[src/tsr_pkg.sv]
// Shared types, widths, constants and the cosine table of the tilt-sense report controller.
package tsr_pkg;

  localparam int unsigned ACC_W       = 12;
  localparam int unsigned BATT_W      = 8;
  localparam int unsigned JIT_W       = 2;
  localparam int unsigned ANGLE_W     = 7;
  localparam int unsigned SQ_W        = 2 * ACC_W;
  localparam int unsigned MAG_W       = 24;
  localparam int unsigned PER_W       = 16;
  localparam int unsigned TT_W        = 8;
  localparam int unsigned DB_W        = 4;
  localparam int unsigned ATHR_W      = 8;
  localparam int unsigned MTHR_W      = 12;
  localparam int unsigned CFG_ADDR_W  = 3;
  localparam int unsigned CFG_DATA_W  = 16;
  localparam int unsigned IN_TDATA_W  = 48;
  localparam int unsigned OUT_TDATA_W = 24;
  localparam int unsigned OUT_TUSER_W = 2;

  localparam int unsigned ANGLE_STEPS = 19;
  localparam int unsigned STEP_W      = 5;
  localparam logic [ANGLE_W-1:0] ANGLE_MAX = 7'd90;

  // cos(5 deg * i) in milli-g
  localparam logic [ACC_W-1:0] COS_TABLE [ANGLE_STEPS] = '{
    12'd1000, 12'd996, 12'd984, 12'd965, 12'd939, 12'd906, 12'd866, 12'd819, 12'd766,
    12'd707,  12'd642, 12'd573, 12'd500, 12'd422, 12'd342, 12'd258, 12'd173, 12'd87,
    12'd0
  };

  localparam logic [ATHR_W-1:0] ANGLE_THR_RST  = 8'd30;
  localparam logic [MTHR_W-1:0] MOTION_THR_RST = 12'd1200;
  localparam logic [TT_W-1:0]   TILT_LIMIT_RST = 8'd10;
  localparam logic [DB_W-1:0]   DEBOUNCE_RST   = 4'd3;
  localparam logic [PER_W-1:0]  SENSE_PER_RST  = 16'd1800;
  localparam logic [PER_W-1:0]  TILT_PER_RST   = 16'd5;
  localparam logic [PER_W-1:0]  MAINT_PER_RST  = 16'd1800;

  typedef enum logic [1:0] {
    MODE_SENSE    = 2'd0,
    MODE_TILT     = 2'd1,
    MODE_MAINTAIN = 2'd2
  } mode_e;

  typedef enum logic [1:0] {
    KIND_ALIVE    = 2'd0,
    KIND_SENSE    = 2'd1,
    KIND_MAINTAIN = 2'd2
  } kind_e;

  typedef enum logic [CFG_ADDR_W-1:0] {
    REG_ANGLE_THR  = 3'd0,
    REG_MOTION_THR = 3'd1,
    REG_TILT_LIMIT = 3'd2,
    REG_DEBOUNCE   = 3'd3,
    REG_SENSE_PER  = 3'd4,
    REG_TILT_PER   = 3'd5,
    REG_MAINT_PER  = 3'd6
  } cfg_reg_e;

  typedef struct packed {
    logic [ATHR_W-1:0] angle_thr;
    logic [MTHR_W-1:0] motion_thr;
    logic [TT_W-1:0]   tilt_limit;
    logic [DB_W-1:0]   debounce;
    logic [PER_W-1:0]  sense_per;
    logic [PER_W-1:0]  tilt_per;
    logic [PER_W-1:0]  maint_per;
  } cfg_t;

  typedef struct packed {
    logic [SQ_W-1:0]    sq_x;
    logic [SQ_W-1:0]    sq_y;
    logic [SQ_W-1:0]    sq_z;
    logic [ANGLE_W-1:0] angle;
    logic               angle_ok;
    logic [BATT_W-1:0]  battery;
    logic [JIT_W-1:0]   jitter;
  } feat_t;

  typedef struct packed {
    logic               send;
    kind_e              kind;
    logic [ANGLE_W-1:0] angle;
    logic [BATT_W-1:0]  battery;
    mode_e              mode;
    logic               tilted;
  } res_t;

endpackage

[src/tilt_sense_report_controller_top.sv]
// Top level of the tilt-sense report controller: input register, register bank and stages.
//
//  channel   direction  transfer when                  payload
//  s_axis    in         s_axis_tvalid & s_axis_tready  one sensor tick (tdata)
//  m_axis    out        m_axis_tvalid & m_axis_tready  one result per tick (tdata, tuser)
//  cfg       in         cfg_valid_i & cfg_ready_o      register index and value
//
// One tick enters per cycle unless the output is stalled; its result passes through the input
// register, the feature register with the three squarers and the result register.
// Reset clears all valid flags, the mode state and the interval counter and loads
// the register defaults; no clearing pass is needed.
// A stalled output holds the whole pipeline; s_axis_tready drops only while a
// result waits and m_axis_tready is low. The config port is always ready.
module tilt_sense_report_controller_top import tsr_pkg::*; (
  input  logic                   clk_i,
  input  logic                   rst_ni,
  // accel_x[11:0], accel_y[23:12], accel_z[35:24], battery_level[43:36],
  // jitter[45:44], zero fill [47:46]
  input  logic [IN_TDATA_W-1:0]  s_axis_tdata,
  input  logic                   s_axis_tvalid,
  output logic                   s_axis_tready,
  // send_report[0], tilt_angle[7:1], report_battery[15:8], node_mode[17:16],
  // is_tilted[18], zero fill [23:19]
  output logic [OUT_TDATA_W-1:0] m_axis_tdata,
  // report_kind[1:0]
  output logic [OUT_TUSER_W-1:0] m_axis_tuser,
  output logic                   m_axis_tvalid,
  input  logic                   m_axis_tready,
  input  logic                   cfg_valid_i,
  output logic                   cfg_ready_o,
  input  logic [CFG_ADDR_W-1:0]  cfg_addr_i,
  input  logic [CFG_DATA_W-1:0]  cfg_data_i
);

  logic                    adv;
  logic                    in_valid_q;
  logic [IN_TDATA_W-1:0]   in_data_q;
  cfg_t                    cfg_q;
  logic                    feat_valid;
  feat_t                   feat;
  logic [MAG_W-1:0]        thr_sq;
  logic                    res_valid;
  res_t                    res;

  // Advance everything together unless a finished result is still held
  assign adv           = !res_valid || m_axis_tready;
  assign s_axis_tready = adv;
  assign cfg_ready_o   = 1'b1;

  // Register bank: writes beyond the list are dropped
  always_ff @(posedge clk_i or negedge rst_ni) begin
    if (!rst_ni) begin
      cfg_q.angle_thr  <= ANGLE_THR_RST;
      cfg_q.motion_thr <= MOTION_THR_RST;
      cfg_q.tilt_limit <= TILT_LIMIT_RST;
      cfg_q.debounce   <= DEBOUNCE_RST;
      cfg_q.sense_per  <= SENSE_PER_RST;
      cfg_q.tilt_per   <= TILT_PER_RST;
      cfg_q.maint_per  <= MAINT_PER_RST;
    end else if (cfg_valid_i) begin
      case (cfg_reg_e'(cfg_addr_i))
        REG_ANGLE_THR:  cfg_q.angle_thr  <= cfg_data_i[ATHR_W-1:0];
        REG_MOTION_THR: cfg_q.motion_thr <= cfg_data_i[MTHR_W-1:0];
        REG_TILT_LIMIT: cfg_q.tilt_limit <= cfg_data_i[TT_W-1:0];
        REG_DEBOUNCE:   cfg_q.debounce   <= cfg_data_i[DB_W-1:0];
        REG_SENSE_PER:  cfg_q.sense_per  <= cfg_data_i[PER_W-1:0];
        REG_TILT_PER:   cfg_q.tilt_per   <= cfg_data_i[PER_W-1:0];
        REG_MAINT_PER:  cfg_q.maint_per  <= cfg_data_i[PER_W-1:0];
        default: ;
      endcase
    end
  end

  // Input register
  always_ff @(posedge clk_i or negedge rst_ni) begin
    if (!rst_ni) begin
      in_valid_q <= 1'b0;
    end else if (adv) begin
      in_valid_q <= s_axis_tvalid;
    end
  end

  always_ff @(posedge clk_i) begin
    if (adv && s_axis_tvalid) begin
      in_data_q <= s_axis_tdata;
    end
  end

  tsr_feature u_feature (
    .clk_i        (clk_i),
    .rst_ni       (rst_ni),
    .adv_i        (adv),
    .in_valid_i   (in_valid_q),
    .accel_x_i    (in_data_q[11:0]),
    .accel_y_i    (in_data_q[23:12]),
    .accel_z_i    (in_data_q[35:24]),
    .battery_i    (in_data_q[43:36]),
    .jitter_i     (in_data_q[45:44]),
    .cfg_i        (cfg_q),
    .feat_valid_o (feat_valid),
    .feat_o       (feat),
    .thr_sq_o     (thr_sq)
  );

  tsr_mode u_mode (
    .clk_i        (clk_i),
    .rst_ni       (rst_ni),
    .adv_i        (adv),
    .feat_valid_i (feat_valid),
    .feat_i       (feat),
    .thr_sq_i     (thr_sq),
    .cfg_i        (cfg_q),
    .res_valid_o  (res_valid),
    .res_o        (res)
  );

  // Pack the result; the kind travels on tuser
  assign m_axis_tvalid = res_valid;
  assign m_axis_tuser  = res.kind;
  assign m_axis_tdata  = {5'd0, res.tilted, res.mode, res.battery, res.angle, res.send};

endmodule

[src/tsr_feature.sv]
// Feature stage: absolute values, squares, tilt angle lookup and angle threshold test.
module tsr_feature import tsr_pkg::*; (
  input  logic                    clk_i,
  input  logic                    rst_ni,
  input  logic                    adv_i,
  input  logic                    in_valid_i,
  input  logic signed [ACC_W-1:0] accel_x_i,
  input  logic signed [ACC_W-1:0] accel_y_i,
  input  logic signed [ACC_W-1:0] accel_z_i,
  input  logic [BATT_W-1:0]       battery_i,
  input  logic [JIT_W-1:0]        jitter_i,
  input  cfg_t                    cfg_i,
  output logic                    feat_valid_o,
  output feat_t                   feat_o,
  output logic [MAG_W-1:0]        thr_sq_o
);

  logic [ACC_W-1:0]   abs_x, abs_y, abs_z;
  logic [STEP_W-1:0]  step;
  logic [ANGLE_W-1:0] angle;
  logic               valid_q;
  feat_t              feat_q;
  logic [MAG_W-1:0]   thr_sq_q;

  // Magnitude of -2048 is 2048, which still fits unsigned
  assign abs_x = accel_x_i[ACC_W-1] ? ACC_W'(-accel_x_i) : accel_x_i;
  assign abs_y = accel_y_i[ACC_W-1] ? ACC_W'(-accel_y_i) : accel_y_i;
  assign abs_z = accel_z_i[ACC_W-1] ? ACC_W'(-accel_z_i) : accel_z_i;

  // Table falls monotonically: the step is the count of entries above |y|
  always_comb begin
    step = '0;
    for (int i = 0; i < ANGLE_STEPS - 1; i++) begin
      if (COS_TABLE[i] > abs_y) begin
        step = step + STEP_W'(1);
      end
    end
    angle = ANGLE_W'({step, 2'b00}) + ANGLE_W'(step);
  end

  always_ff @(posedge clk_i or negedge rst_ni) begin
    if (!rst_ni) begin
      valid_q <= 1'b0;
    end else if (adv_i) begin
      valid_q <= in_valid_i;
    end
  end

  always_ff @(posedge clk_i) begin
    thr_sq_q <= MAG_W'(cfg_i.motion_thr) * MAG_W'(cfg_i.motion_thr);
    if (adv_i && in_valid_i) begin
      feat_q.sq_x     <= SQ_W'(abs_x) * SQ_W'(abs_x);
      feat_q.sq_y     <= SQ_W'(abs_y) * SQ_W'(abs_y);
      feat_q.sq_z     <= SQ_W'(abs_z) * SQ_W'(abs_z);
      feat_q.angle    <= angle;
      feat_q.angle_ok <= {1'b0, angle} >= cfg_i.angle_thr;
      feat_q.battery  <= battery_i;
      feat_q.jitter   <= jitter_i;
    end
  end

  assign feat_valid_o = valid_q;
  assign feat_o       = feat_q;
  assign thr_sq_o     = thr_sq_q;

endmodule

[src/tsr_mode.sv]
// Mode stage: tilt decision, sense/tilt/maintain state machine, report interval and result register.
module tsr_mode import tsr_pkg::*; (
  input  logic             clk_i,
  input  logic             rst_ni,
  input  logic             adv_i,
  input  logic             feat_valid_i,
  input  feat_t            feat_i,
  input  logic [MAG_W-1:0] thr_sq_i,
  input  cfg_t             cfg_i,
  output logic             res_valid_o,
  output res_t             res_o
);

  mode_e             mode_q, mode_d;
  kind_e             kind_q, kind_d;
  logic [TT_W-1:0]   ticks_q, ticks_d;
  logic [DB_W-1:0]   sdb_q, sdb_d, tdb_q, tdb_d, mdb_q, mdb_d;
  logic [PER_W-1:0]  icnt_q, icnt_d;
  logic [PER_W-1:0]  reload_q [3];
  logic [PER_W-1:0]  reload_d [3];
  logic [MAG_W-1:0]  mag;
  logic              tilted;
  logic [PER_W-1:0]  reload_cur, period;
  logic [PER_W:0]    psum;
  logic              send;
  logic              valid_q;
  res_t              res_q;

  assign mag    = MAG_W'(feat_i.sq_x) + MAG_W'(feat_i.sq_y) + MAG_W'(feat_i.sq_z);
  assign tilted = feat_i.angle_ok && (mag <= thr_sq_i);

  always_comb begin
    mode_d   = mode_q;
    kind_d   = kind_q;
    ticks_d  = ticks_q;
    sdb_d    = sdb_q;
    tdb_d    = tdb_q;
    mdb_d    = mdb_q;
    icnt_d   = icnt_q;
    reload_d = reload_q;
    send     = 1'b0;

    case (mode_q)
      MODE_SENSE: begin
        if (tilted) begin
          if (sdb_q < cfg_i.debounce) begin
            sdb_d = sdb_q + DB_W'(1);
          end else begin
            sdb_d  = '0;
            mode_d = MODE_TILT;
            kind_d = KIND_SENSE;
          end
        end else begin
          kind_d  = KIND_ALIVE;
          ticks_d = '0;
        end
      end
      MODE_TILT: begin
        if (tilted) begin
          kind_d = KIND_SENSE;
          if (ticks_q != '1) begin
            ticks_d = ticks_q + TT_W'(1);
          end
        end else if (tdb_q < cfg_i.debounce) begin
          tdb_d = tdb_q + DB_W'(1);
        end else begin
          tdb_d   = '0;
          mode_d  = MODE_SENSE;
          ticks_d = '0;
        end
        if (ticks_d >= cfg_i.tilt_limit) begin
          mode_d = MODE_MAINTAIN;
        end
      end
      MODE_MAINTAIN: begin
        if (tilted) begin
          kind_d = KIND_MAINTAIN;
        end else if (mdb_q < cfg_i.debounce) begin
          mdb_d = mdb_q + DB_W'(1);
        end else begin
          mdb_d   = '0;
          kind_d  = KIND_ALIVE;
          mode_d  = MODE_SENSE;
          ticks_d = '0;
        end
      end
      default: ;
    endcase

    // Interval runs on the mode after this tick
    case (mode_d)
      MODE_TILT: begin
        reload_cur = reload_q[1];
        period     = cfg_i.tilt_per;
      end
      MODE_MAINTAIN: begin
        reload_cur = reload_q[2];
        period     = cfg_i.maint_per;
      end
      default: begin
        reload_cur = reload_q[0];
        period     = cfg_i.sense_per;
      end
    endcase

    psum = {1'b0, period} + (PER_W + 1)'(feat_i.jitter);

    if (icnt_q < reload_cur) begin
      icnt_d = icnt_q + PER_W'(1);
    end else begin
      send   = 1'b1;
      icnt_d = '0;
      case (mode_d)
        MODE_TILT:     reload_d[1] = psum[PER_W] ? '1 : psum[PER_W-1:0];
        MODE_MAINTAIN: reload_d[2] = psum[PER_W] ? '1 : psum[PER_W-1:0];
        default:       reload_d[0] = psum[PER_W] ? '1 : psum[PER_W-1:0];
      endcase
    end
  end

  always_ff @(posedge clk_i or negedge rst_ni) begin
    if (!rst_ni) begin
      mode_q      <= MODE_SENSE;
      kind_q      <= KIND_ALIVE;
      ticks_q     <= '0;
      sdb_q       <= '0;
      tdb_q       <= '0;
      mdb_q       <= '0;
      icnt_q      <= '0;
      reload_q[0] <= SENSE_PER_RST;
      reload_q[1] <= TILT_PER_RST;
      reload_q[2] <= MAINT_PER_RST;
      valid_q     <= 1'b0;
    end else if (adv_i) begin
      valid_q <= feat_valid_i;
      if (feat_valid_i) begin
        mode_q   <= mode_d;
        kind_q   <= kind_d;
        ticks_q  <= ticks_d;
        sdb_q    <= sdb_d;
        tdb_q    <= tdb_d;
        mdb_q    <= mdb_d;
        icnt_q   <= icnt_d;
        reload_q <= reload_d;
      end
    end
  end

  always_ff @(posedge clk_i) begin
    if (adv_i && feat_valid_i) begin
      res_q.send    <= send;
      res_q.kind    <= kind_d;
      res_q.angle   <= feat_i.angle;
      res_q.battery <= send ? feat_i.battery : '0;
      res_q.mode    <= mode_d;
      res_q.tilted  <= tilted;
    end
  end

  assign res_valid_o = valid_q;
  assign res_o       = res_q;

endmodule

[config.mk]
export PLATFORM = sky130hd
export DESIGN_NAME = tilt_sense_report_controller_top
export DESIGN_NICKNAME = d
export VERILOG_FILES = /design/src/tsr_pkg.sv /design/src/tilt_sense_report_controller_top.sv /design/src/tsr_feature.sv /design/src/tsr_mode.sv
export SDC_FILE = /design/constraint.sdc
export NUM_CORES = 1
export LEC_CHECK = 0
export BUFFER_PORTS_ARGS = -buffer_cell sky130_fd_sc_hd__buf_2
export CELL_PAD_IN_SITES_DETAIL_PLACEMENT = 1
export CELL_PAD_IN_SITES_GLOBAL_PLACEMENT = 2
export CORE_MARGIN = 2
export CORE_UTILIZATION = 40
export CTS_CLUSTER_DIAMETER = 30
export CTS_CLUSTER_SIZE = 25
export DETAILED_ROUTE_END_ITERATION = 8
export PLACE_DENSITY_LB_ADDON = 0.1
export SETUP_SLACK_MARGIN = 0.5
export SYNTH_ARGS = -nofsm -noshare
export SYNTH_HDL_FRONTEND = slang
export SYNTH_SLANG_ARGS = --single-unit
[constraint.sdc]
create_clock -name clk_i -period 18.6 [get_ports clk_i]
set_input_delay 5.58 -clock clk_i [delete_from_list [all_inputs] [get_ports clk_i]]
set_output_delay 5.58 -clock clk_i [all_outputs]
set_load 0.02 [all_outputs]
After elaboration in Yosys (flattened, before gate mapping)
Index checks and enable logic that the tools add are counted.
{"block": "classes", "mux": 51, "n_mul": 4, "eq_ne": 14, "addsub": 29, "div": 0, "shift": 0, "bitwise_logic": 3, "order_cmp": 25, "n_reduce_logical": 25}
{"operator": "$gt 10x12->1 const A", "count": 12}
{"operator": "$mul 12x12->24", "count": 4}
{"operator": "$mux 5", "count": 17}
{"operator": "$add 5x1->5 const B", "count": 16}
{"operator": "$pmux 16 s2", "count": 2}
{"operator": "$mux 8", "count": 7}
{"operator": "$add 24x24->24", "count": 2}
{"operator": "$gt 9x12->1 const A", "count": 4}
{"operator": "$mux 12", "count": 3}
{"operator": "$neg 12->12", "count": 3}
{"operator": "$mux 16", "count": 2}
{"operator": "$le 24x24->1", "count": 1}
{"operator": "$mux 2", "count": 12}
{"operator": "$pmux 8 s3", "count": 1}
{"operator": "$reduce_and 4->1", "count": 6}
{"operator": "$add 16x2->17", "count": 1}
{"operator": "$add 16x1->16 const B", "count": 1}
{"operator": "$lt 16x16->1", "count": 1}
{"operator": "$reduce_and 2->1", "count": 8}
{"operator": "$add 4x1->4 const B", "count": 3}
{"operator": "$gt 7x12->1 const A", "count": 1}
{"operator": "$gt 8x12->1 const A", "count": 1}
{"operator": "$lt 4x4->1", "count": 3}
{"operator": "$mux 4", "count": 3}
{"operator": "other kinds (23)", "count": 37}
{"block": "totals", "output_inout_bits": 29, "ramBits": 0, "latch_bits": 0, "wordCells": 186, "reg_bits": 352, "memories": 0, "mem_bits_ro": 0}

Longest topological paths before layout
{"block": "depth", "ltp_word": 40, "ltp_mapped": 70}

Cells and area by module
Synthesis repeated with hierarchy kept, for this count alone.
{"block": "hier_totals", "cells_unflattened": 3396, "hier_area_um2": 34226.6}
{"module": "tsr_feature", "cells_per_inst": 2246, "seq_area_each_um2": 3098.0, "instances": 1, "area_each_um2": 21102.7}
{"module": "tsr_mode", "cells_per_inst": 918, "seq_area_each_um2": 2870.3, "instances": 1, "area_each_um2": 8508.2}
{"module": "tilt_sense_report_controller_top", "cells_per_inst": 232, "seq_area_each_um2": 3435.8, "instances": 1, "area_each_um2": 4615.7}

Least setup slack after synthesis
Ideal clock, no wire load.
{"block": "synth_timing", "kind": "register to register", "startpoint": "reg in_data_q[12]", "endpoint": "reg u_feature.feat_q (netlist bit u_feature.feat_o[10]) (data pin)", "stages_incl_launch_ff": 62, "path_buffers": 2, "slack_ps": 5493, "setup_time_ps": 254, "t_arrival_ps": 12854, "path_cell_list": "edfxtp_1 buf_2 clkinv_1 ha_1 buf_4 nor3b_4 a221o_1 a311oi_2 nand2_1 nor2_1 nor2_1 nor2_1 inv_1 ha_1 xor2_1 ha_1 mux2i_1 inv_1 [... 26 more ...] ha_1 mux2_2 ha_1 mux2_2 ha_1 mux2_2 ha_1 nand2_1 xor2_1 xnor2_1 ha_1 fa_1 a21oi_1 and2b_1 xnor3_1 ha_1 a21oi_1 nor2_1"}
{"block": "synth_via", "elab_chain_len": 40, "word_cells_on_any_way": 57}
{"item": "from (decl)", "line_no": "tilt_sense_report_controller_top.sv:37", "rtl": "logic [IN_TDATA_W-1:0] in_data_q;"}
{"item": "from (signal assigned)", "line_no": "tilt_sense_report_controller_top.sv:85", "rtl": "in_data_q <= s_axis_tdata;"}
{"item": "$neg 12->12", "line_no": "tsr_feature.sv:27", "rtl": "assign abs_y = accel_y_i[ACC_W-1] ? ACC_W'(-accel_y_i) : accel_y_i;"}
{"item": "$mux 12 *", "line_no": "tsr_feature.sv:27"}
{"item": "$gt 10x12->1", "line_no": "tsr_feature.sv:34", "rtl": "if (COS_TABLE[i] > abs_y) begin"}
{"item": "$mux 1", "line_no": "tsr_feature.sv:34"}
{"item": "$add 1x1->2", "line_no": "tsr_feature.sv:35", "rtl": "step = step + STEP_W'(1);"}
{"item": "$mux 5", "line_no": "tsr_feature.sv:34"}
{"item": "$add 5x1->5", "line_no": "tsr_feature.sv:35"}
{"item": "$mux 5", "line_no": "tsr_feature.sv:34"}
{"item": "[... 25 more ...]"}
{"item": "$mux 5", "line_no": "tsr_feature.sv:34"}
{"item": "$add 5x1->5", "line_no": "tsr_feature.sv:35"}
{"item": "$mux 5", "line_no": "tsr_feature.sv:34"}
{"item": "$add 5x1->5", "line_no": "tsr_feature.sv:35"}
{"item": "$mux 5 *", "line_no": "tsr_feature.sv:34"}
{"item": "$add 7x5->7 *", "line_no": "tsr_feature.sv:38", "rtl": "angle = ANGLE_W'({step, 2'b00}) + ANGLE_W'(step);"}
{"item": "via u_feature.angle[6]", "line_no": "tsr_feature.sv:20", "rtl": "logic [ANGLE_W-1:0] angle;"}
{"item": "$ge 7x8->1 *", "line_no": "tsr_feature.sv:56", "rtl": "feat_q.angle_ok <= {1'b0, angle} >= cfg_i.angle_thr;"}
{"item": "to (decl)", "line_no": "tsr_feature.sv:22", "rtl": "feat_t feat_q;"}
Mark *: on every way through the listed nets, which the timed path passes. The rest lies on a longest branch.
A chain may end at the register's enable or synchronous reset.

Final worst setup path
Ends and elaborated chain as after synthesis.

==> metrics <==
status complete, no violations; Synth Area per Inst approximately 10 sq um; Final Skew between 0.05 and 0.06 ns; async set-or-reset flop fraction in the synthesized netlist 0.491; Core ar. about 80,000 sq um; Avg WL per Cell 18.4 microns; CTS buffer count 97; row count 105; port bufs 92; CTS resizes 0; Worst Setup Path Type reg2reg; Worst path max stage delay 0.61 ns; sequential-to-total area share from yosys stat 0.282; Layout Nets 4,227; first-pass GRT wire length around 140,000 microns; ys flop type edfxtp_1; register clock-pin slew on the reported worst setup and hold paths approximately 0.050 ns; Critical Path End Type flop; CTS HTree Levels 3; hold_sp in_data_q[39]$_DFFE_PP_; share of post-route cells with drive strength above 1 0.135; Critical Path Source Type flop; Max Cap Violations 0; hold depth 0; Peak Freq roughly 66 MHz; worst path bufs/invs 5; worst reg2reg setup slack approximately 3.5 ns; Root Driver clkbuf_16; die width 293 microns; Routed Antenna Nets 0; most used cell, CP ha_1; Crit-path slowest cell a21oi_1; arrival time worst endpoint 15.54 ns; min Tclk post-route between 15 and 20 ns; setup bufs post-CTS 0; Post-synth EDFFs 154; vias in the first global route roughly 27,000; Crit Path Max Fanout 12; hold endpoint u_feature.feat_o[5]$_DFFE_PP_; TritonCTS clock tree done; Total Wirelength 85,200 microns; ANT cells 0; number of remaining DRC errors 0; Pre-Repair DR Iteration Count 4; hold_buf cts 0; Pins Over Slew Limit 0; Final Hold Fails 0; Sink Count 348; Yosys cell types 107; Layout area overhead 15.8%; Max-slew headroom 0.229; GRT Residual Overflow 0; Netlist Area Pre-Place 33,300 sq um; Die ar. 85,600 sq um; initial antenna violation count 1; Post-DP HPWL 65,900 microns; delay-heaviest family, CP adder cells; worst r2r src in_data_q[12]$_DFFE_PP_; most common cell after layout, fill and taps aside inv_1; required time of the worst setup path 19.01 ns; Ys Warns 0; crit share post-route 0.813; worst min-delay path category reg2reg; worst r2r path cells 58; largest net degree at the start of global routing 99; First DRT Iteration DRCs 863; Ports about 100; GPL Wtd Cong 0.796; Vias per Instance between 5 and 6; Slew @ Worst Pin between 1 and 1.5 ns; commonest cells after routing, fill and taps aside 449 x inv_1, 367 x nor2_1, 343 x ha_1, 339 x fa_1, 199 x nand2_1; GRT Total Usage 0.206; chip height just under 300 microns; Skew-Pair Late Insertion Delay 0.67 ns; Cells after Synth 3,330; RSZ-0062 raised after global routing no; Initial Util 0.405; Bufs on Longest Clock Path 3; routed via count roughly 24,000; RR Endpoint u_feature.feat_o[10]$_DFFE_PP_; setup_tns 0 ns; flops & latches, synth ~350; final setup fails 0
[worst max-delay path by stage]
stage	end	startpoint	cells past startpoint
after detailed placement	u_feature.feat_o[10]$_DFFE_PP_	in_data_q[12]$_DFFE_PP_	58
after CTS	u_feature.feat_o[10]$_DFFE_PP_	in_data_q[12]$_DFFE_PP_	58
final	u_feature.feat_o[10]$_DFFE_PP_	in_data_q[12]$_DFFE_PP_	58
after global routing	u_feature.feat_o[10]$_DFFE_PP_	in_data_q[12]$_DFFE_PP_	58
after global placement	u_feature.feat_o[10]$_DFFE_PP_	in_data_q[12]$_DFFE_PP_	58
after floorplan	u_feature.feat_o[10]$_DFFE_PP_	in_data_q[12]$_DFFE_PP_	61
[sequential cells by signal (all words and copies together) (netlist names)]
signal	count
u_mode.sdb_q	4
u_mode.res_valid_o	1
in_valid_q	1
u_mode.icnt_q	16
u_mode.mode_q	2
in_data_q	46
u_mode.res_o	21
u_feature.feat_valid_o	1
u_mode.tdb_q	4
u_feature.feat_o	87
u_mode.mdb_q	4
u_mode.reload_q	48
u_mode.kind_q	2
u_mode.ticks_q	8
cfg_q	80
u_feature.thr_sq_o	23
[cell usage after synthesis (all sizes together), types with 28 or more instances]
cell,count,area [sq um]
inv,455,1710
nor2,368,1380
ha,344,4300
fa,339,6790
nand2,200,753
o21ai,166,835
a21oi,157,786
edfxtp,154,4620
dfrtp,139,3480
xnor2,133,1240
mux2,90,1020
clkbuf,84,317
and2,81,507
xor2,46,448
nand2b,38,240
a21o,35,263
a22oi,35,268
nor3,33,170
dfstp,32,841
a21boi,31,233
nand3,31,155
nor2b,31,194
buf,28,171
[metal layers]
layer | part of all wire | track usage | vias to the layer above
li1 | - | - | 11400
met1 | 0.44 | 0.255 | 12200
met2 | 0.51 | 0.373 | 282
met3 | 0.027 | 0.0288 | 111
met4 | 0.021 | 0.0562 | 2
met5 | 0.00016 | 0 | -
[cell type report]
cell class	count	area, sq um
inverter	456	1710
multi-input combinational	2443	21900
timing repair buffer	126	722
tap	1070	1340
sequential	348	9400
clock buffer	123	2670
fill	9062	43700
clock inverter	61	890
[worst reg2reg max path: cells and delay by family, from the launching register on]
| family | cells | cell delay (ns) |
|---|---|---|
| XOR/XNOR | 4 | 0.77 |
| AO/OA/AOI/OAI | 10 | 3.02 |
| AND/OR/NAND/NOR | 11 | 1.84 |
| adder cells (fa/ha/maj) | 20 | 6.12 |
| flip-flops | 1 | 0.35 |
| buffers and inverters | 5 | 0.81 |
| multiplexers | 8 | 2.02 |
[metrics by stage]
step                hold WS (ns)  area, sq um  setup slack [ns]  std cells  utilization
detailed placement         0.407        35000              3.51       4443        0.426
finish                     0.417        38600              3.48       4627        0.469
CTS                        0.419        38600              3.48       4627        0.469
global route               0.436        38600              2.67       4627        0.469
global placement           0.403        35000              3.98       4443        0.426
floorplan                  0.396        33400              5.49       3359            -
[logic make-up after synthesis]
family | count (synthesis) | synth area share
flops | 348 | 0.282
buf+inv | 568 | 0.0660
other cells | 2 | 0.000225
compound gates | 544 | 0.103
xor+xnor | 184 | 0.0541
simple gates | 897 | 0.127
fa+ha+maj | 683 | 0.333
mux | 104 | 0.0348
Power is left out: the tool's default activity adds up to more than one toggle a clock period on the data nets, which glitch-free logic cannot reach.
